$ cat src/rtl/dsur_pkg.sv
// Shared types and constants for the blower duty/standby rotation block.
// Used by dsur_cell and duty_standby_unit_rotation_top.
`default_nettype none

package dsur_pkg;

    localparam int unsigned MAX_UNITS_DEF = 8;
    localparam int unsigned MAX_UNITS_LIM = 16;
    localparam int unsigned IDX_W         = $clog2(MAX_UNITS_LIM);
    localparam int unsigned CNT_W         = IDX_W + 1;
    localparam int unsigned RT_W          = 40;
    localparam int unsigned EL_W          = 16;
    localparam int unsigned MASK_W        = 8;
    localparam int unsigned MASK_IDX_W    = $clog2(MASK_W);
    localparam int unsigned OP_W          = 2;
    localparam int unsigned UCNT_W        = 4;
    localparam int unsigned AIDX_W        = 3;
    localparam int unsigned CFG_IDX_W     = 8;
    localparam int unsigned CFG_DATA_W    = 8;
    localparam int unsigned S_DATA_W      = 24;
    localparam int unsigned M_DATA_W      = 8;

    localparam logic [OP_W-1:0] OP_TICK  = 2'd0;
    localparam logic [OP_W-1:0] OP_START = 2'd1;
    localparam logic [OP_W-1:0] OP_STOP  = 2'd2;

    localparam logic [CFG_IDX_W-1:0] REG_ROTATION_MODE = 8'd0;
    localparam logic [CFG_IDX_W-1:0] REG_UNIT_COUNT    = 8'd1;
    localparam logic [CFG_IDX_W-1:0] REG_DUTY_MASK     = 8'd2;
    localparam logic [CFG_IDX_W-1:0] REG_FAULT_MASK    = 8'd3;

    localparam logic [UCNT_W-1:0] UNIT_COUNT_RST = 4'd2;
    localparam logic [MASK_W-1:0] DUTY_MASK_RST  = 8'h01;
    localparam logic [MASK_W-1:0] FAULT_MASK_RST = 8'h00;

    // Selection packet passed down the row of unit cells.
    typedef struct packed {
        logic             duty_found;
        logic [IDX_W-1:0] duty_idx;
        logic [RT_W-1:0]  duty_min;
        logic             hi_found;
        logic [IDX_W-1:0] hi_idx;
        logic             lo_found;
        logic [IDX_W-1:0] lo_idx;
        logic             sb_found;
        logic [IDX_W-1:0] sb_idx;
    } scan_t;

    // Station configuration seen by every cell.
    typedef struct packed {
        logic [CNT_W-1:0]  n_units;
        logic [MASK_W-1:0] duty_mask;
        logic [MASK_W-1:0] fault_mask;
        logic [CNT_W-1:0]  rot_start;
    } cell_cfg_t;

    // Per-beat command broadcast to the cells.
    typedef struct packed {
        logic             tick;
        logic             set_run;
        logic             clr_run;
        logic [IDX_W-1:0] sel;
        logic [EL_W-1:0]  elapsed;
    } cell_cmd_t;

endpackage

`default_nettype wire

$ cat src/rtl/dsur_cell.sv
// One blower unit: run-time counter, run flag and one stage of the selection chain.
// Depends on dsur_pkg.
`default_nettype none

module dsur_cell (
    input  wire logic               clk,
    input  wire logic               rst_n,
    input  wire logic [dsur_pkg::IDX_W-1:0] idx,
    input  wire dsur_pkg::cell_cfg_t cfg,
    input  wire dsur_pkg::cell_cmd_t cmd,
    input  wire dsur_pkg::scan_t    scan_in,
    output dsur_pkg::scan_t         scan_out,
    output logic                    running
);
    import dsur_pkg::*;

    logic [RT_W-1:0] run_time_reg;
    logic [RT_W-1:0] run_time_next;
    logic            running_reg;
    logic            running_next;
    scan_t           scan_reg;
    scan_t           scan_next;
    logic [RT_W:0]   sum;
    logic            sel_me;
    logic            in_mask;
    logic            present;
    logic            duty;
    logic            fault;
    logic            hd;
    logic            hs;
    logic            after_start;

    assign sel_me  = (cmd.sel == idx);
    assign in_mask = (idx < IDX_W'(MASK_W));
    assign present = ({1'b0, idx} < cfg.n_units);
    assign duty    = in_mask && cfg.duty_mask[idx[MASK_IDX_W-1:0]];
    assign fault   = in_mask && cfg.fault_mask[idx[MASK_IDX_W-1:0]];
    assign hd      = present && duty && !fault;
    assign hs      = present && !duty && !fault;
    assign after_start = ({1'b0, idx} >= cfg.rot_start);

    // carry out of the 40-bit add means saturation
    assign sum = {1'b0, run_time_reg} + {{(RT_W + 1 - EL_W){1'b0}}, cmd.elapsed};

    always_comb
    begin
        run_time_next = run_time_reg;
        running_next  = running_reg;
        if (cmd.tick && sel_me && running_reg)
        begin
            run_time_next = sum[RT_W] ? {RT_W{1'b1}} : sum[RT_W-1:0];
        end
        if (cmd.set_run && sel_me)
        begin
            running_next = 1'b1;
        end
        else if (cmd.clr_run && sel_me)
        begin
            running_next = 1'b0;
        end
    end

    always_comb
    begin
        scan_next = scan_in;
        // strict less keeps the lowest index on a tie
        if (hd && (!scan_in.duty_found || run_time_reg < scan_in.duty_min))
        begin
            scan_next.duty_found = 1'b1;
            scan_next.duty_idx   = idx;
            scan_next.duty_min   = run_time_reg;
        end
        if (hd && after_start && !scan_in.hi_found)
        begin
            scan_next.hi_found = 1'b1;
            scan_next.hi_idx   = idx;
        end
        if (hd && !after_start && !scan_in.lo_found)
        begin
            scan_next.lo_found = 1'b1;
            scan_next.lo_idx   = idx;
        end
        if (hs && !scan_in.sb_found)
        begin
            scan_next.sb_found = 1'b1;
            scan_next.sb_idx   = idx;
        end
    end

    always_ff @(posedge clk or negedge rst_n)
    begin
        if (!rst_n)
        begin
            run_time_reg <= '0;
            running_reg  <= 1'b0;
        end
        else
        begin
            run_time_reg <= run_time_next;
            running_reg  <= running_next;
        end
    end

    always_ff @(posedge clk)
    begin
        scan_reg <= scan_next;
    end

    assign scan_out = scan_reg;
    assign running  = running_reg;

endmodule

`default_nettype wire

$ cat src/rtl/duty_standby_unit_rotation_top.sv
// Top level of the blower duty/standby rotation block: stream ports, config, control.
// Depends on dsur_pkg and dsur_cell.
`default_nettype none

// Picks which blower unit runs and keeps per-unit run time (ms, 40 bits, saturating)
// and run flags. Each input beat gives exactly one result beat reflecting the state
// after the command. Items are handled one at a time. A tick or stop goes from accept
// through the execute state to the report state. A start walks a selection packet down
// the row of unit cells, one cell per cycle, before the pick; in rotation mode with a
// unit active the wrapped active position is first settled by repeated subtraction of
// the unit count.
// Config writes are always taken; write only when idle.
module duty_standby_unit_rotation_top #(
    parameter int unsigned MAX_UNITS = dsur_pkg::MAX_UNITS_DEF
) (
    input  wire logic                              clk,
    input  wire logic                              rst_n,
    input  wire logic                              s_tvalid,
    output logic                                   s_tready,
    input  wire logic [dsur_pkg::S_DATA_W-1:0]     s_tdata,   // op[1:0], elapsed_ms[17:2]
    output logic                                   m_tvalid,
    input  wire logic                              m_tready,
    // active_valid[0], active_index[3:1], active_running[4], no_unit_error[5],
    // station_fail[6]
    output logic [dsur_pkg::M_DATA_W-1:0]          m_tdata,
    input  wire logic                              cfg_valid,
    output logic                                   cfg_ready,
    input  wire logic [dsur_pkg::CFG_IDX_W-1:0]    cfg_index,
    input  wire logic [dsur_pkg::CFG_DATA_W-1:0]   cfg_data
);
    import dsur_pkg::*;

    localparam int unsigned CW = (MAX_UNITS > 1) ? $clog2(MAX_UNITS) : 1;

    localparam logic [2:0] ST_IDLE   = 3'd0;
    localparam logic [2:0] ST_EXEC   = 3'd1;
    localparam logic [2:0] ST_MOD    = 3'd2;
    localparam logic [2:0] ST_SCAN   = 3'd3;
    localparam logic [2:0] ST_PICK   = 3'd4;
    localparam logic [2:0] ST_REPORT = 3'd5;

    logic [2:0]        state_reg, state_next;
    logic              rot_mode_reg;
    logic [UCNT_W-1:0] unit_count_reg;
    logic [MASK_W-1:0] duty_mask_reg;
    logic [MASK_W-1:0] fault_mask_reg;
    logic [OP_W-1:0]   op_reg;
    logic [EL_W-1:0]   elapsed_reg;
    logic [IDX_W-1:0]  active_reg, active_next;
    logic              present_reg, present_next;
    logic              err_reg, err_next;
    logic [CNT_W-1:0]  start_reg, start_next;
    logic [CW-1:0]     cnt_reg, cnt_next;
    logic              m_tvalid_reg;
    logic [M_DATA_W-1:0] m_tdata_reg;

    logic [CNT_W-1:0]  n_units;
    cell_cfg_t         cell_cfg;
    cell_cmd_t         cell_cmd;
    scan_t             chain [MAX_UNITS+1];
    logic [MAX_UNITS-1:0] running_vec;
    logic              found;
    logic [IDX_W-1:0]  pick;
    logic              hd0;
    logic              act_running;
    logic              station_fail;
    logic              out_free;

    assign n_units = ({1'b0, unit_count_reg} > CNT_W'(MAX_UNITS)) ? CNT_W'(MAX_UNITS)
                                                                  : {1'b0, unit_count_reg};

    assign cell_cfg.n_units    = n_units;
    assign cell_cfg.duty_mask  = duty_mask_reg;
    assign cell_cfg.fault_mask = fault_mask_reg;
    assign cell_cfg.rot_start  = start_reg;

    assign chain[0] = '0;

    for (genvar gi = 0; gi < MAX_UNITS; gi++)
    begin : g_cell
        dsur_cell u_cell (
            .clk      (clk),
            .rst_n    (rst_n),
            .idx      (IDX_W'(gi)),
            .cfg      (cell_cfg),
            .cmd      (cell_cmd),
            .scan_in  (chain[gi]),
            .scan_out (chain[gi+1]),
            .running  (running_vec[gi])
        );
    end

    assign hd0 = (n_units != '0) && duty_mask_reg[0] && !fault_mask_reg[0];

    // final pick from the last cell of the chain
    always_comb
    begin
        found = 1'b0;
        pick  = '0;
        if (!rot_mode_reg)
        begin
            found = chain[MAX_UNITS].duty_found;
            pick  = chain[MAX_UNITS].duty_idx;
        end
        else if (n_units != '0)
        begin
            if (!present_reg)
            begin
                found = hd0;
            end
            else if (chain[MAX_UNITS].hi_found)
            begin
                found = 1'b1;
                pick  = chain[MAX_UNITS].hi_idx;
            end
            else if (chain[MAX_UNITS].lo_found)
            begin
                found = 1'b1;
                pick  = chain[MAX_UNITS].lo_idx;
            end
        end
        if (!found && chain[MAX_UNITS].sb_found)
        begin
            found = 1'b1;
            pick  = chain[MAX_UNITS].sb_idx;
        end
    end

    always_comb
    begin
        act_running = 1'b0;
        for (int i = 0; i < MAX_UNITS; i++)
        begin
            if (active_reg == IDX_W'(i))
            begin
                act_running = running_vec[i];
            end
        end
        act_running = act_running && present_reg;
    end

    always_comb
    begin
        station_fail = 1'b1;
        for (int i = 0; i < MAX_UNITS; i++)
        begin
            if (CNT_W'(i) < n_units && !(i < MASK_W && fault_mask_reg[i % MASK_W]))
            begin
                station_fail = 1'b0;
            end
        end
    end

    assign out_free = !m_tvalid_reg || m_tready;

    always_comb
    begin
        state_next   = state_reg;
        active_next  = active_reg;
        present_next = present_reg;
        err_next     = err_reg;
        start_next   = start_reg;
        cnt_next     = cnt_reg;
        cell_cmd.tick    = 1'b0;
        cell_cmd.set_run = 1'b0;
        cell_cmd.clr_run = 1'b0;
        cell_cmd.sel     = active_reg;
        cell_cmd.elapsed = elapsed_reg;
        unique case (state_reg)
            ST_IDLE:
            begin
                if (s_tvalid)
                begin
                    err_next   = 1'b0;
                    state_next = ST_EXEC;
                end
            end
            ST_EXEC:
            begin
                state_next = ST_REPORT;
                case (op_reg)
                    OP_TICK:
                    begin
                        cell_cmd.tick = present_reg;
                    end
                    OP_START:
                    begin
                        cnt_next   = '0;
                        start_next = '0;
                        if (rot_mode_reg && present_reg && n_units != '0)
                        begin
                            start_next = {1'b0, active_reg} + CNT_W'(1);
                            state_next = ST_MOD;
                        end
                        else
                        begin
                            state_next = ST_SCAN;
                        end
                    end
                    OP_STOP:
                    begin
                        if (present_reg)
                        begin
                            cell_cmd.clr_run = 1'b1;
                            active_next      = '0;
                            present_next     = 1'b0;
                        end
                    end
                    default:
                    begin
                    end
                endcase
            end
            ST_MOD:
            begin
                // wrap (active + 1) into the present unit range
                if (start_reg >= n_units)
                begin
                    start_next = start_reg - n_units;
                end
                else
                begin
                    state_next = ST_SCAN;
                end
            end
            ST_SCAN:
            begin
                cnt_next = cnt_reg + CW'(1);
                if (cnt_reg == CW'(MAX_UNITS - 1))
                begin
                    state_next = ST_PICK;
                end
            end
            ST_PICK:
            begin
                state_next = ST_REPORT;
                if (found)
                begin
                    cell_cmd.set_run = 1'b1;
                    cell_cmd.sel     = pick;
                    active_next      = pick;
                    present_next     = 1'b1;
                end
                else
                begin
                    err_next = 1'b1;
                end
            end
            ST_REPORT:
            begin
                if (out_free)
                begin
                    state_next = ST_IDLE;
                end
            end
            default:
            begin
                state_next = ST_IDLE;
            end
        endcase
    end

    always_ff @(posedge clk or negedge rst_n)
    begin
        if (!rst_n)
        begin
            state_reg      <= ST_IDLE;
            rot_mode_reg   <= 1'b0;
            unit_count_reg <= UNIT_COUNT_RST;
            duty_mask_reg  <= DUTY_MASK_RST;
            fault_mask_reg <= FAULT_MASK_RST;
            active_reg     <= '0;
            present_reg    <= 1'b0;
            err_reg        <= 1'b0;
            start_reg      <= '0;
            cnt_reg        <= '0;
            m_tvalid_reg   <= 1'b0;
        end
        else
        begin
            state_reg   <= state_next;
            active_reg  <= active_next;
            present_reg <= present_next;
            err_reg     <= err_next;
            start_reg   <= start_next;
            cnt_reg     <= cnt_next;
            if (cfg_valid)
            begin
                unique case (cfg_index)
                    REG_ROTATION_MODE: rot_mode_reg   <= cfg_data[0];
                    REG_UNIT_COUNT:    unit_count_reg <= cfg_data[UCNT_W-1:0];
                    REG_DUTY_MASK:     duty_mask_reg  <= cfg_data[MASK_W-1:0];
                    REG_FAULT_MASK:    fault_mask_reg <= cfg_data[MASK_W-1:0];
                    default:
                    begin
                    end
                endcase
            end
            if (state_reg == ST_REPORT && out_free)
            begin
                m_tvalid_reg <= 1'b1;
            end
            else if (m_tready)
            begin
                m_tvalid_reg <= 1'b0;
            end
        end
    end

    always_ff @(posedge clk)
    begin
        if (state_reg == ST_IDLE && s_tvalid)
        begin
            op_reg      <= s_tdata[OP_W-1:0];
            elapsed_reg <= s_tdata[OP_W +: EL_W];
        end
        if (state_reg == ST_REPORT && out_free)
        begin
            m_tdata_reg <= {1'b0, station_fail, err_reg, act_running,
                            present_reg ? active_reg[AIDX_W-1:0] : {AIDX_W{1'b0}},
                            present_reg};
        end
    end

    assign s_tready  = (state_reg == ST_IDLE);
    assign m_tvalid  = m_tvalid_reg;
    assign m_tdata   = m_tdata_reg;
    assign cfg_ready = 1'b1;

endmodule

`default_nettype wire

$ cat config.mk
export PLATFORM = sky130hd
export DESIGN_NAME = duty_standby_unit_rotation_top
export DESIGN_NICKNAME = d
export VERILOG_FILES = /design/src/rtl/dsur_pkg.sv /design/src/rtl/dsur_cell.sv /design/src/rtl/duty_standby_unit_rotation_top.sv
export SDC_FILE = /design/constraint.sdc
export NUM_CORES = 2
export LEC_CHECK = 0
export ABC_AREA = 1
export BUFFER_PORTS_ARGS = -buffer_cell sky130_fd_sc_hd__buf_2
export CORE_MARGIN = 2
export CORE_UTILIZATION = 70
export DETAILED_ROUTE_END_ITERATION = 12
export GPL_TIMING_DRIVEN = 0
export HOLD_SLACK_MARGIN = 0.06
export PLACE_DENSITY = 0.85
export RECOVER_POWER = 100
export SYNTH_ARGS = -nofsm -noshare
export SYNTH_HDL_FRONTEND = slang
export SYNTH_SLANG_ARGS = --single-unit
$ cat constraint.sdc
create_clock -name clk -period 6.1 [get_ports clk]
set_clock_uncertainty 0.1 [all_clocks]
set_input_delay 1.22 -clock clk [delete_from_list [all_inputs] [get_ports clk]]
set_output_delay 1.22 -clock clk [all_outputs]
set_load 0.01 [all_outputs]
* Word-level counts from Yosys, hierarchy flattened
Index checks and enable logic that the tools add are counted.
** Storage, ports and cells
- Input port bits :: 45
- Output and inout port bits :: 11
- Word-level logic and storage cells :: 479
- Bits in registers :: 832
** Operators by class
- Eq/ne operators :: 35
- Order comparisons :: 25
- Reductions and logical operators :: 216
- Add/sub/neg operators :: 11
- Mux-type cells :: 89
** Operator list (number)
- 2-to-1 mux 40 bit :: 14
- adder 40 x 16 -> 41 bit :: 8
- < comparator 40 bit :: 7
- logical AND 1 bit :: 124
- logical NOT 1 bit :: 54
- 2-to-1 mux 1 bit :: 45
- 2-to-1 mux 45 bit :: 1
- 2-to-1 mux 4 bit :: 11
- equality test 4 x 3 -> 1 bit (second input constant) :: 8
- 2-to-1 mux 5 bit :: 6
- nonzero test 2 bit :: 13
- greater-or-equal comparator 3 x 5 -> 1 bit (first input constant) :: 4
- 2-to-1 mux 3 bit :: 6
- one-hot mux 3 bit (6 select lines) :: 1
- equality test 4 x 2 -> 1 bit (second input constant) :: 4
- equality test 8 x 2 -> 1 bit (second input constant) :: 2
- < comparator 3 x 4 -> 1 bit (first input constant) :: 4
- != test 2 bit (second input constant) :: 8
- AND reduction 3 bit :: 4
- greater-or-equal comparator 1 x 5 -> 1 bit (first input constant) :: 2
- greater-or-equal comparator 2 x 5 -> 1 bit (first input constant) :: 2
- one-hot mux 5 bit (2 select lines) :: 1
- AND reduction 2 bit :: 5
- equality test 3 bit (second input constant) :: 3
- other kinds (25) :: 39

* Logic depth before layout (Yosys ltp)
- Word-level depth :: 17
- Depth in mapped cells :: 19
- Gate-level depth less buffers :: 19

* Cells and area by module
A second synthesis with hierarchy kept.
** Unflattened totals
- Cell total of the unflattened synthesis :: 8167
- Area total of the unflattened synthesis :: 57020.9 um^2
** Modules (own cells, without submodules)
- dsur_cell (g_cell[0].u_cell ...) :: cells an instance 973, times used 7, sequential area each 2227.1 um^2, area each 6692.7 um^2
- dsur_cell (g_cell[3].u_cell) :: cells an instance 989, times used 1, sequential area each 2227.1 um^2, area each 6819.0 um^2
- duty_standby_unit_rotation_top :: cells an instance 367, times used 1, sequential area each 1729.2 um^2, area each 3353.2 um^2

* Worst setup path before layout
No wires, ideal clock.
- Path kind :: in2reg
- Start :: input s_tvalid
- End :: register elapsed_reg[0], enable pin
- Arrival time :: 2.599 ns
- Path buffers :: 0
- Cell stages on the path :: 2
- Setup slack :: 2.983 ns
- Library setup time :: 0.418 ns
- Data required time :: 5.582 ns
- Cells stage by stage :: inv_1 > nor3_1
** On the way
- Word-level cells in the longest chain between the ends :: 1
** Ends and longest elaborated chain
- start, declared :: line duty_standby_unit_rotation_top.sv:18 : input wire logic s_tvalid,
- logical AND 1 bit :: line duty_standby_unit_rotation_top.sv:312 : if (state_reg == ST_IDLE && s_tvalid)
- end signal, assigned :: line duty_standby_unit_rotation_top.sv:315 : elapsed_reg <= s_tdata[OP_W +: EL_W];
- end, declared :: line duty_standby_unit_rotation_top.sv:48 : logic [EL_W-1:0] elapsed_reg;
No other way between the ends.
A chain may end at the register's enable or synchronous reset.

* Final worst setup path
- Start :: register elapsed_reg[1]
- End :: register g_cell[2].u_cell.run_time_reg[32]
** On the way
- Word-level cells in the longest chain between the ends :: 2
** Ends and longest elaborated chain
- adder 40 x 16 -> 41 bit :: line dsur_cell.sv:43 : assign sum = {1'b0, run_time_reg} + {{(RT_W + 1 - EL_W){1'b0}}, cmd.elapsed};
- 2-to-1 mux 40 bit :: line dsur_cell.sv:51 : run_time_next = sum[RT_W] ? {RT_W{1'b1}} : sum[RT_W-1:0];
- end signal, assigned :: line dsur_cell.sv:99 : run_time_reg <= run_time_next;
- end, declared :: line dsur_cell.sv:17 : logic [RT_W-1:0] run_time_reg;
No other way between the ends.

==> flow_summary.yaml <==
detailed_routing:
  dr.pass1.iters: 10
  drtIter0Drc: 7025
  routed_wl_mm: 168
  viasPerCell: 6.07
  drc: 0
  post_drt_wl_per_cell_um: 19.8
  vias: 51500
  ant_nets: 0
sta:
  clock.fmax_mhz: 177
  maxSlewViolCount: 67
  rsz0062_at_grt: "no"
  slew_headroom: -2.06
  finalCritPeriodShare: 0.924
  finalHoldViolations: 0
  final-setup-viol-count: 0
  finalSetupTns_ns: 0
  period_needed_ns: 5.64
  fin_ws_ns: 0.461
  tightest_slew_ns: 4.59
setup_path:
  path_buf_inv: 4
  end_kind: "register"
  r2r_cells: 13
  crit_required_ns: 6.56
  path_cells: "inv_1 -> fa_1 -> inv_1 -> nand3_1 -> nand2_1 -> a21boi_0 -> o21ai_0 -> nand3_1 -> nand2_1 -> clkbuf_1 -> clkbuf_1 -> nor2_1 -> o21ai_0"
  arrival_ns: 6.10
  slowest_stage: "edfxtp_1"
  crit_cells: 13
  critPathMaxStageDelay_ns: 1.03
  crit_family: "buffers and inverters"
  start_kind: "register"
  worstSetupPathType: "register to register"
  path_max_fanout: 10
floorplan:
  die_w_um: 271
  dieArea_sq_mm: 0.0736
  rows: 98
  die_h_um: 271
  core_sq_mm: 0.0711
  pin_count: 56
  start_util: 0.703
global_routing:
  grt_max_degree: 114
  grt_antenna_before_repair: 13
  grt_usage: 0.447
  grt_pass1_wl_mm: 260
  grt_pass1_vias: 48200
  gr-total-overflow: 0
placement:
  place.gp.congestion: 1.10
  dp_hpwl_mm: 126
  place_ws_ns: 1.03
  io_buffers: 47
clock_network:
  postCtsResizedCells: 0
  cts-buffers-inserted: 82
  hold_buffers: 0
  insertion_delay_ns: 0.68
  clk_pin_slew_worst_paths_ns: 0.06
  post_cts_buffers: 0
  htreeDepth: 3
  cts_tree: "done"
  clock_sinks: 772
  clock_path_buffers: 3
  root_buffer: "clkbuf_16"
synth:
  synth-simple-area-share: 0.331
  seq_area_frac_synth: 0.351
  synthesis.area_sq_mm: 0.0500
  ys_ff_latch: 772
  synth_mux_area_frac: 0
  syn_inst: 7320
  synthesis.nets: 7785
  synthAdderAreaFrac: 0.106
  yosysUniqueCellTypes: 60
  async_flop_share: 0.475
  ys.flop_type: "dfxtp_1"
  synth_top_family_by_area: "simple AND/OR/NAND/NOR gates"
  synthXorXnorAreaFrac: 0.0233
  synth_compound_gate_area_share: 0.0872
  synth_warnings: 0
  synth_edf_count: 25
  avgSynthCellArea_sq_um: 6.83
power:
  intPower_mw: 9.83
  p_switching_mw: 5.89
  combPwrFrac: 0.286
  p_seq_frac: 0.377
  vdd_drop_max_v: 0.000385
  p_leak_nw: 27.8
  clkPwrFrac: 0.337
  power_density_mw_per_mm2: 290
  p_sw_frac: 0.374
outcome:
  status: "complete, but fails checks"
  violations: "capacitance limit, slew limit"
layout:
  layout_commonest_cell: "nand2_1"
  largest_register_ffs: 380
  fill_cells: 5545
  drive_gt1_frac: 0.0335
  nets: 7922
  area_growth_pct: 8.51
  layout_common_cells: "2126 x nand2_1, 1092 x inv_1, 678 x nand3_1"
min_path:
  hp-class: "register to register"
  min_path_cells: 2
job:
  drv_cap: 1
## cells by family (layout without fill, tap and decap cells)
group | after synthesis | count (layout)
other | 2 | 9
and+or+nand+nor | 3862 | 3862
buffers and inverters | 1326 | 1533
xor gates and xnor gates | 133 | 133
adders and majority gates | 420 | 420
AOI/OAI and AO/OA | 805 | 805
DFF | 772 | 772
## worst reg2reg max path: stages, from the launching register on
cell and delay, ns:
edfxtp_1 1.03, inv_1 0.84, fa_1 0.74, inv_1 0.18
nand3_1 0.09, nand2_1 0.16, a21boi_0 0.19, o21ai_0 0.58
nand3_1 0.14, nand2_1 0.12, clkbuf_1 0.43, clkbuf_1 0.58
nor2_1 0.10, o21ai_0 0.24
## cells in the mapped netlist (all sizes together), types with 9 or more instances
cell	number	area share
inv	1097	0.082
dfrtp	365	0.18
edfxtp	25	0.015
or2	39	0.0049
o21bai	14	0.0021
o21ai	341	0.034
clkbuf	144	0.011
xor2	96	0.017
nor2	579	0.044
a211oi	10	0.0015
nor3	137	0.014
o21a	22	0.0033
ha	411	0.10
dfxtp	380	0.15
nand4	232	0.029
buf	78	0.0077
a31oi	9	0.0011
nand3b	26	0.0039
a21o	17	0.0026
nand2	2130	0.16
xnor2	37	0.0065
nor4	27	0.0037
o211ai	18	0.0027
fa	9	0.0036
nand3	678	0.069
a21oi	341	0.034
## final timing paths
check	from	to	slack, ns
worst min register to register	g_cell[3].u_cell.scan_out[6]	g_cell[4].u_cell.scan_out[6]	0.31
worst min-delay path	g_cell[3].u_cell.scan_out[6]	g_cell[4].u_cell.scan_out[6]	0.31
max in group asynchronous	rst_n	g_cell[3].u_cell.run_time_reg[35]	1.18
min in group asynchronous	rst_n	g_cell[7].u_cell.run_time_reg[31]	2.09
worst max-delay path	elapsed_reg[1]	g_cell[2].u_cell.run_time_reg[32]	0.46
worst max register to register	elapsed_reg[1]	g_cell[2].u_cell.run_time_reg[32]	0.46
## cell type report
cell class,count,area [sq um],area share
Sequential cell,772,17500,0.323
Inverter,1104,4140,0.0764
Tap cell,950,1190,0.0219
Multi-Input combinational cell,5222,27300,0.503
Antenna cell,7,17.5,0.000323
Timing Repair Buffer,53,315,0.00581
Clock inverter,35,427,0.00786
Clock buffer,119,2460,0.0453
Buffer,222,868,0.0160
## through the flow
| stage | hold slack, ns | util | power (mW) | std cells | area, sq um |
|---|---|---|---|---|---|
| floorplan | 0.287 | - | 8.86 | 7320 | 50000 |
| global placement | 0.294 | 0.723 | 10.2 | 8317 | 51400 |
| detailed placement | 0.293 | 0.725 | 10.3 | 8322 | 51600 |
| CTS | 0.308 | 0.765 | 15.6 | 8476 | 54400 |
| global route | 0.330 | 0.763 | 16.3 | 8478 | 54200 |
| finish | 0.308 | 0.763 | 15.7 | 8484 | 54300 |
## layer usage
layer	routed length, um	vias up	global-route usage
li1	-	23900	-
met1	63600	23500	0.572
met2	72800	3314	0.698
met3	20200	794	0.0993
met4	11500	12	0.260
met5	84	-	0
## power by group through the flow
stage	clock [mW]	sequential [mW]	combinational, mW
floorplan	0	5.75	3.11
global placement	0	5.98	4.19
detailed placement	0	5.99	4.32
CTS	5.29	5.89	4.38
global route	5.49	5.93	4.93
finish	5.30	5.93	4.49
Note: power is estimated with default switching activity, not from simulation.
